**src/sv/txc_pkg.sv**
```systemverilog
`default_nettype none

package txc_pkg;

  // Screen geometry defaults.
  localparam int COLUMNS_DEF = 80;
  localparam int ROWS_DEF    = 25;

  // Field widths of the request and result transfers.
  localparam int REQ_W    = 2;
  localparam int CHAR_W   = 8;
  localparam int ATTR_W   = 8;
  localparam int ROW_W    = 5;
  localparam int COL_W    = 7;
  localparam int CURSOR_W = 11;
  localparam int CELL_W   = CHAR_W + ATTR_W;

  // Configuration port.
  localparam int PADDR_W       = 3;
  localparam int PDATA_W       = 32;
  localparam int REG_TEXT_ATTR = 0;

  // Character codes and reset values.
  localparam logic [CHAR_W-1:0] BLANK_CHAR     = 8'h20;
  localparam logic [CHAR_W-1:0] NEWLINE_CHAR   = 8'h0A;
  localparam logic [CHAR_W-1:0] BACKSPACE_CHAR = 8'h08;
  localparam logic [ATTR_W-1:0] ATTR_RESET     = 8'h0F;

  typedef enum logic [REQ_W-1:0] {
    REQ_PUT   = 2'd0,
    REQ_READ  = 2'd1,
    REQ_CLEAR = 2'd2,
    REQ_NONE  = 2'd3
  } req_e;

  typedef enum logic [2:0] {
    ST_INIT,
    ST_IDLE,
    ST_CLEAR,
    ST_SCROLL,
    ST_BLANK,
    ST_DONE
  } state_e;

endpackage

`default_nettype wire

```
**src/sv/txc_cfg_regs.sv**
```systemverilog
`default_nettype none

// APB register block holding the text attribute.
module txc_cfg_regs (
  input  wire                          clk_i,
  input  wire                          rst_ni,
  input  wire                          psel,
  input  wire                          penable,
  input  wire                          pwrite,
  input  wire  [txc_pkg::PADDR_W-1:0]  paddr,
  input  wire  [txc_pkg::PDATA_W-1:0]  pwdata,
  output logic [txc_pkg::PDATA_W-1:0]  prdata,
  output logic                         pready,
  output logic [txc_pkg::ATTR_W-1:0]   text_attr_o
);
  import txc_pkg::*;

  logic [ATTR_W-1:0] text_attr_q;
  logic [ATTR_W-1:0] text_attr_d;
  logic              hit_attr;

  // Word decode; the byte offset bits are ignored.
  assign hit_attr = (paddr[PADDR_W-1:2] == (PADDR_W-2)'(REG_TEXT_ATTR));

  always_comb begin
    text_attr_d = text_attr_q;
    if (psel && penable && pwrite && hit_attr) begin
      text_attr_d = pwdata[ATTR_W-1:0];
    end
  end

  always_ff @(posedge clk_i or negedge rst_ni) begin
    if (!rst_ni) begin
      text_attr_q <= ATTR_RESET;
    end else begin
      text_attr_q <= text_attr_d;
    end
  end

  // Read data is returned in the access cycle.
  assign prdata      = hit_attr ? PDATA_W'(text_attr_q) : '0;
  assign pready      = 1'b1;
  assign text_attr_o = text_attr_q;

endmodule

`default_nettype wire

```
**config.mk**
```make
export PLATFORM = sky130hd
export DESIGN_NAME = txc_cfg_regs
export DESIGN_NICKNAME = d
export VERILOG_FILES = /design/src/sv/txc_pkg.sv /design/src/sv/txc_cfg_regs.sv
export SDC_FILE = /design/constraint.sdc
export NUM_CORES = 1
export LEC_CHECK = 0
export ABC_AREA = 1
export ABC_CLOCK_PERIOD_IN_PS = 1100
export BUFFER_PORTS_ARGS = -buffer_cell sky130_fd_sc_hd__buf_2
export CAP_MARGIN = 15
export CELL_PAD_IN_SITES_DETAIL_PLACEMENT = 0
export CELL_PAD_IN_SITES_GLOBAL_PLACEMENT = 1
export CORE_MARGIN = 2
export CORE_UTILIZATION = 18
export DETAILED_ROUTE_END_ITERATION = 10
export GPL_TIMING_DRIVEN = 0
export PLACE_DENSITY_LB_ADDON = 0.1
export SLEW_MARGIN = 20
export SYNTH_ARGS = -nofsm -noshare
export SYNTH_HDL_FRONTEND = slang
export SYNTH_SLANG_ARGS = --single-unit
```
**constraint.sdc**
```tcl
create_clock -name clk_i -period 1.1 [get_ports clk_i]
set_clock_uncertainty 0.1 [all_clocks]
set_input_delay 0.22 -clock clk_i [delete_from_list [all_inputs] [get_ports clk_i]]
set_output_delay 0.22 -clock clk_i [all_outputs]
set_load 0.1 [all_outputs]
```
==> flow_summary_export.csv <==
group,metric,value,unit
outcome,status,"finished with violations",
outcome,violations,"negative setup slack",
synth,ys_top_cells_by_area,"buf_4 (31%), dfstp_2 (17%), dfrtp_1 (16%)",
worst_hold_path,hold_end,"text_attr_o[3]$_DFFE_PN1P_",
setup_path,crit_required,780,ps
sta,fin_crit_sh,137.9,%
global_route,grt_pass1_vias,533,
sta,hold_ws,79.96,ps
clock_tree,cts_made_buffers,3,
synth,ys_types,12,
detailed_routing,ant_nets,0,
pwr,irDropWorstVdd,0.0003485,V
clock_tree,clk_pin_slew_worst_paths,50,ps
place,post-place-ws,-370.8,ps
detailed_routing,dr.first_iter.drc_count,10,
setup_path,worstSetupStartpointType,"register",
clock_tree,cts_tree,"done",
worst_hold_path,min_from,"pwdata[3]",
setup_path,rr_worst_depth,4,
global_route,antenna_found_initial,0,
sta,worst_slack,-417.3,ps
sta,hold_violations,0,
synth,ys_seq_elements,8,
setup_path,arrival,1200,ps
setup_path,crit-reg2reg-launch,"text_attr_o[0]$_DFFE_PN1P_",
setup_path,critPathKind,"reg2out",
global_route,grt.total_usage,7.801,%
pwr,p_per_area,1892,nW/um^2
synth,syn_area,614.3,um^2
detailed_routing,drc,0,
synth,seq_area_frac_synth,33.40,%
synth,yosys.area.top_type,"buf_4",
place,portBuffers,28,
sta,setup_viol,16,
pwr,p_leak,0.6942,nW
setup_path,worstSetupEndpointType,"primary output",
global_route,grt_pass1_wl,2380,um
finish,layout-drive-gt1-share,63.38,%
clock_tree,clk_latency,250,ps
synth,synth_area_per_cell,7.584,um^2
floorplan,start_util,18.56,%
finish,nets,183,
finish,nFillCells,352,
synth,ys_warn_count,0,
sta,final-max-slew-violation-count,0,
floorplan,core,3311,um^2
sta,min_period,1517,ps
place,hpwl,1144,um
floorplan,fp.dieH,62.42,um
floorplan,die-area,3896,um^2
worst_hold_path,min_path_type,"in2reg",
sta,clock.fmax,0.6591,GHz
clock_tree,clock_sinks,8,
detailed_routing,routed_wl,1457,um
finish,syn_to_final_growth,115.5,%
synth,yosys.area.top_type_share,30.55,%
setup_path,cp_max_fo,3,
run,maxCapViolCount,0,
detailed_routing,post_drt_wl_per_cell,7.750,um
setup_path,reg2reg_to,"text_attr_o[0]$_DFFE_PN1P_",
pwr,report.power.total,2.505,mW
sta,rsz0062_at_grt,"true",
sta,tns,-4574,ps
global_route,grt_overflow_total,0,
global_route,grt_max_degree,10,
place,place.gp.congestion,0.6416,
detailed_routing,firstDrtPassIters,3,
clock_tree,cts_buffer_depth,2,
synth,synthCells,81,
finish,final_util,39.98,%
finish,largest_register_ffs,8,
floorplan,pin_count,81,
finish,n_antenna_cell,0,
floorplan,die_x,62.42,um
detailed_routing,viasPerCell,3.138,
detailed_routing,vias,590,
clock_tree,cts_root_buf,"clkbuf_4",
worst_hold_path,min_path_cells,3,
setup_path,regToRegSetupSlack,40,ps
floorplan,rows,21,
clock_tree,htreeDepth,1,
-- worst max-delay path by stage --
| stage | endpoint | startpoint | slack [ps] |
|---|---|---|---|
| after global routing | prdata[1] | text_attr_o[1]$_DFFE_PN1P_ | -460 |
| after floorplan | prdata[0] | text_attr_o[0]$_DFFE_PN1P_ | -570 |
| after global placement | prdata[3] | text_attr_o[3]$_DFFE_PN1P_ | -370 |
| after CTS | prdata[2] | text_attr_o[2]$_DFFE_PN1P_ | -430 |
| final | prdata[1] | text_attr_o[1]$_DFFE_PN1P_ | -420 |
| after detailed placement | prdata[3] | text_attr_o[3]$_DFFE_PN1P_ | -370 |
-- cell usage after synthesis --
cell type / n
buf_4: 25
buf_6: 1
conb_1: 2
dfrtp_1: 4
dfstp_2: 4
inv_1: 9
inv_2: 1
nand2_1: 17
nand2_4: 1
nand3_1: 8
nor2_1: 8
nor2_8: 1
-- worst max-delay path, cell delays in order (launching register included) --
cell	delay [ps]
dfstp_4	630
inv_2	40
nor2_4	90
buf_12	180
-- repair_timing --
action | in CTS | in global routing
setup endpoints to repair | 16 | 17
pin swaps | 7 | 1
hold buffers | 1 | 0
setup buffers | 4 | 2
hold endpoints to repair | 8 | 0
gates resized for setup | 66 | 7
-- through the flow --
| step | instance area (um^2) | instances |
|---|---|---|
| after floorplan | 788.3 | 104 |
| after global placement | 985.9 | 178 |
| after detailed placement | 985.9 | 178 |
| after CTS | 1292 | 187 |
| after global routing | 1324 | 188 |
| final | 1324 | 188 |
-- area by class of cell --
class,instances,area (um^2),area share (%)
buffer,26,198.9,15.03
clock buffer,4,26.28,1.985
inverter,10,45.04,3.403
multi-input combinational,60,321.6,24.29
sequential,8,232.7,17.58
tap,46,57.56,4.348
timing repair buffer,34,441.7,33.36
-- cell families after synthesis --
family	Yosys count	share of synthesized area [%]
DFF	8	33.40
other	2	1.222
and+or+nand+nor	35	26.88
buffers and inverters	36	38.49
-- layer usage --
metal | global-route usage (%) | vias up | routed length (um)
met5 | 0 | - | 0
met4 | 5.833 | 0 | 27
met3 | 2.523 | 2 | 140
met2 | 13.44 | 33 | 742
met1 | 7.804 | 244 | 546
li1 | - | 311 | -
-- where the power goes --
group / total, mW / switching [mW] / internal [mW]
combinational: 1.78 / 1.25 / 0.539
sequential: 0.484 / 0.0792 / 0.404
clock: 0.236 / 0.0978 / 0.139
-- cell usage in the layout (no fill, tap or decap) --
cell	n
buf_8	1
dfrtp_2	1
buf_6	6
inv_1	1
buf_2	12
dlygate4sd3_1	1
inv_4	3
conb_1	25
inv_2	6
nand2_4	1
clkbuf_1	1
nand2_2	1
clkbuf_4	3
nand2_1	16
buf_12	15
dfstp_4	4
nand3_1	8
nor2_4	8
dfrtp_4	3
buf_4	25
nor2_8	1
(Power assumes the default switching activity.)
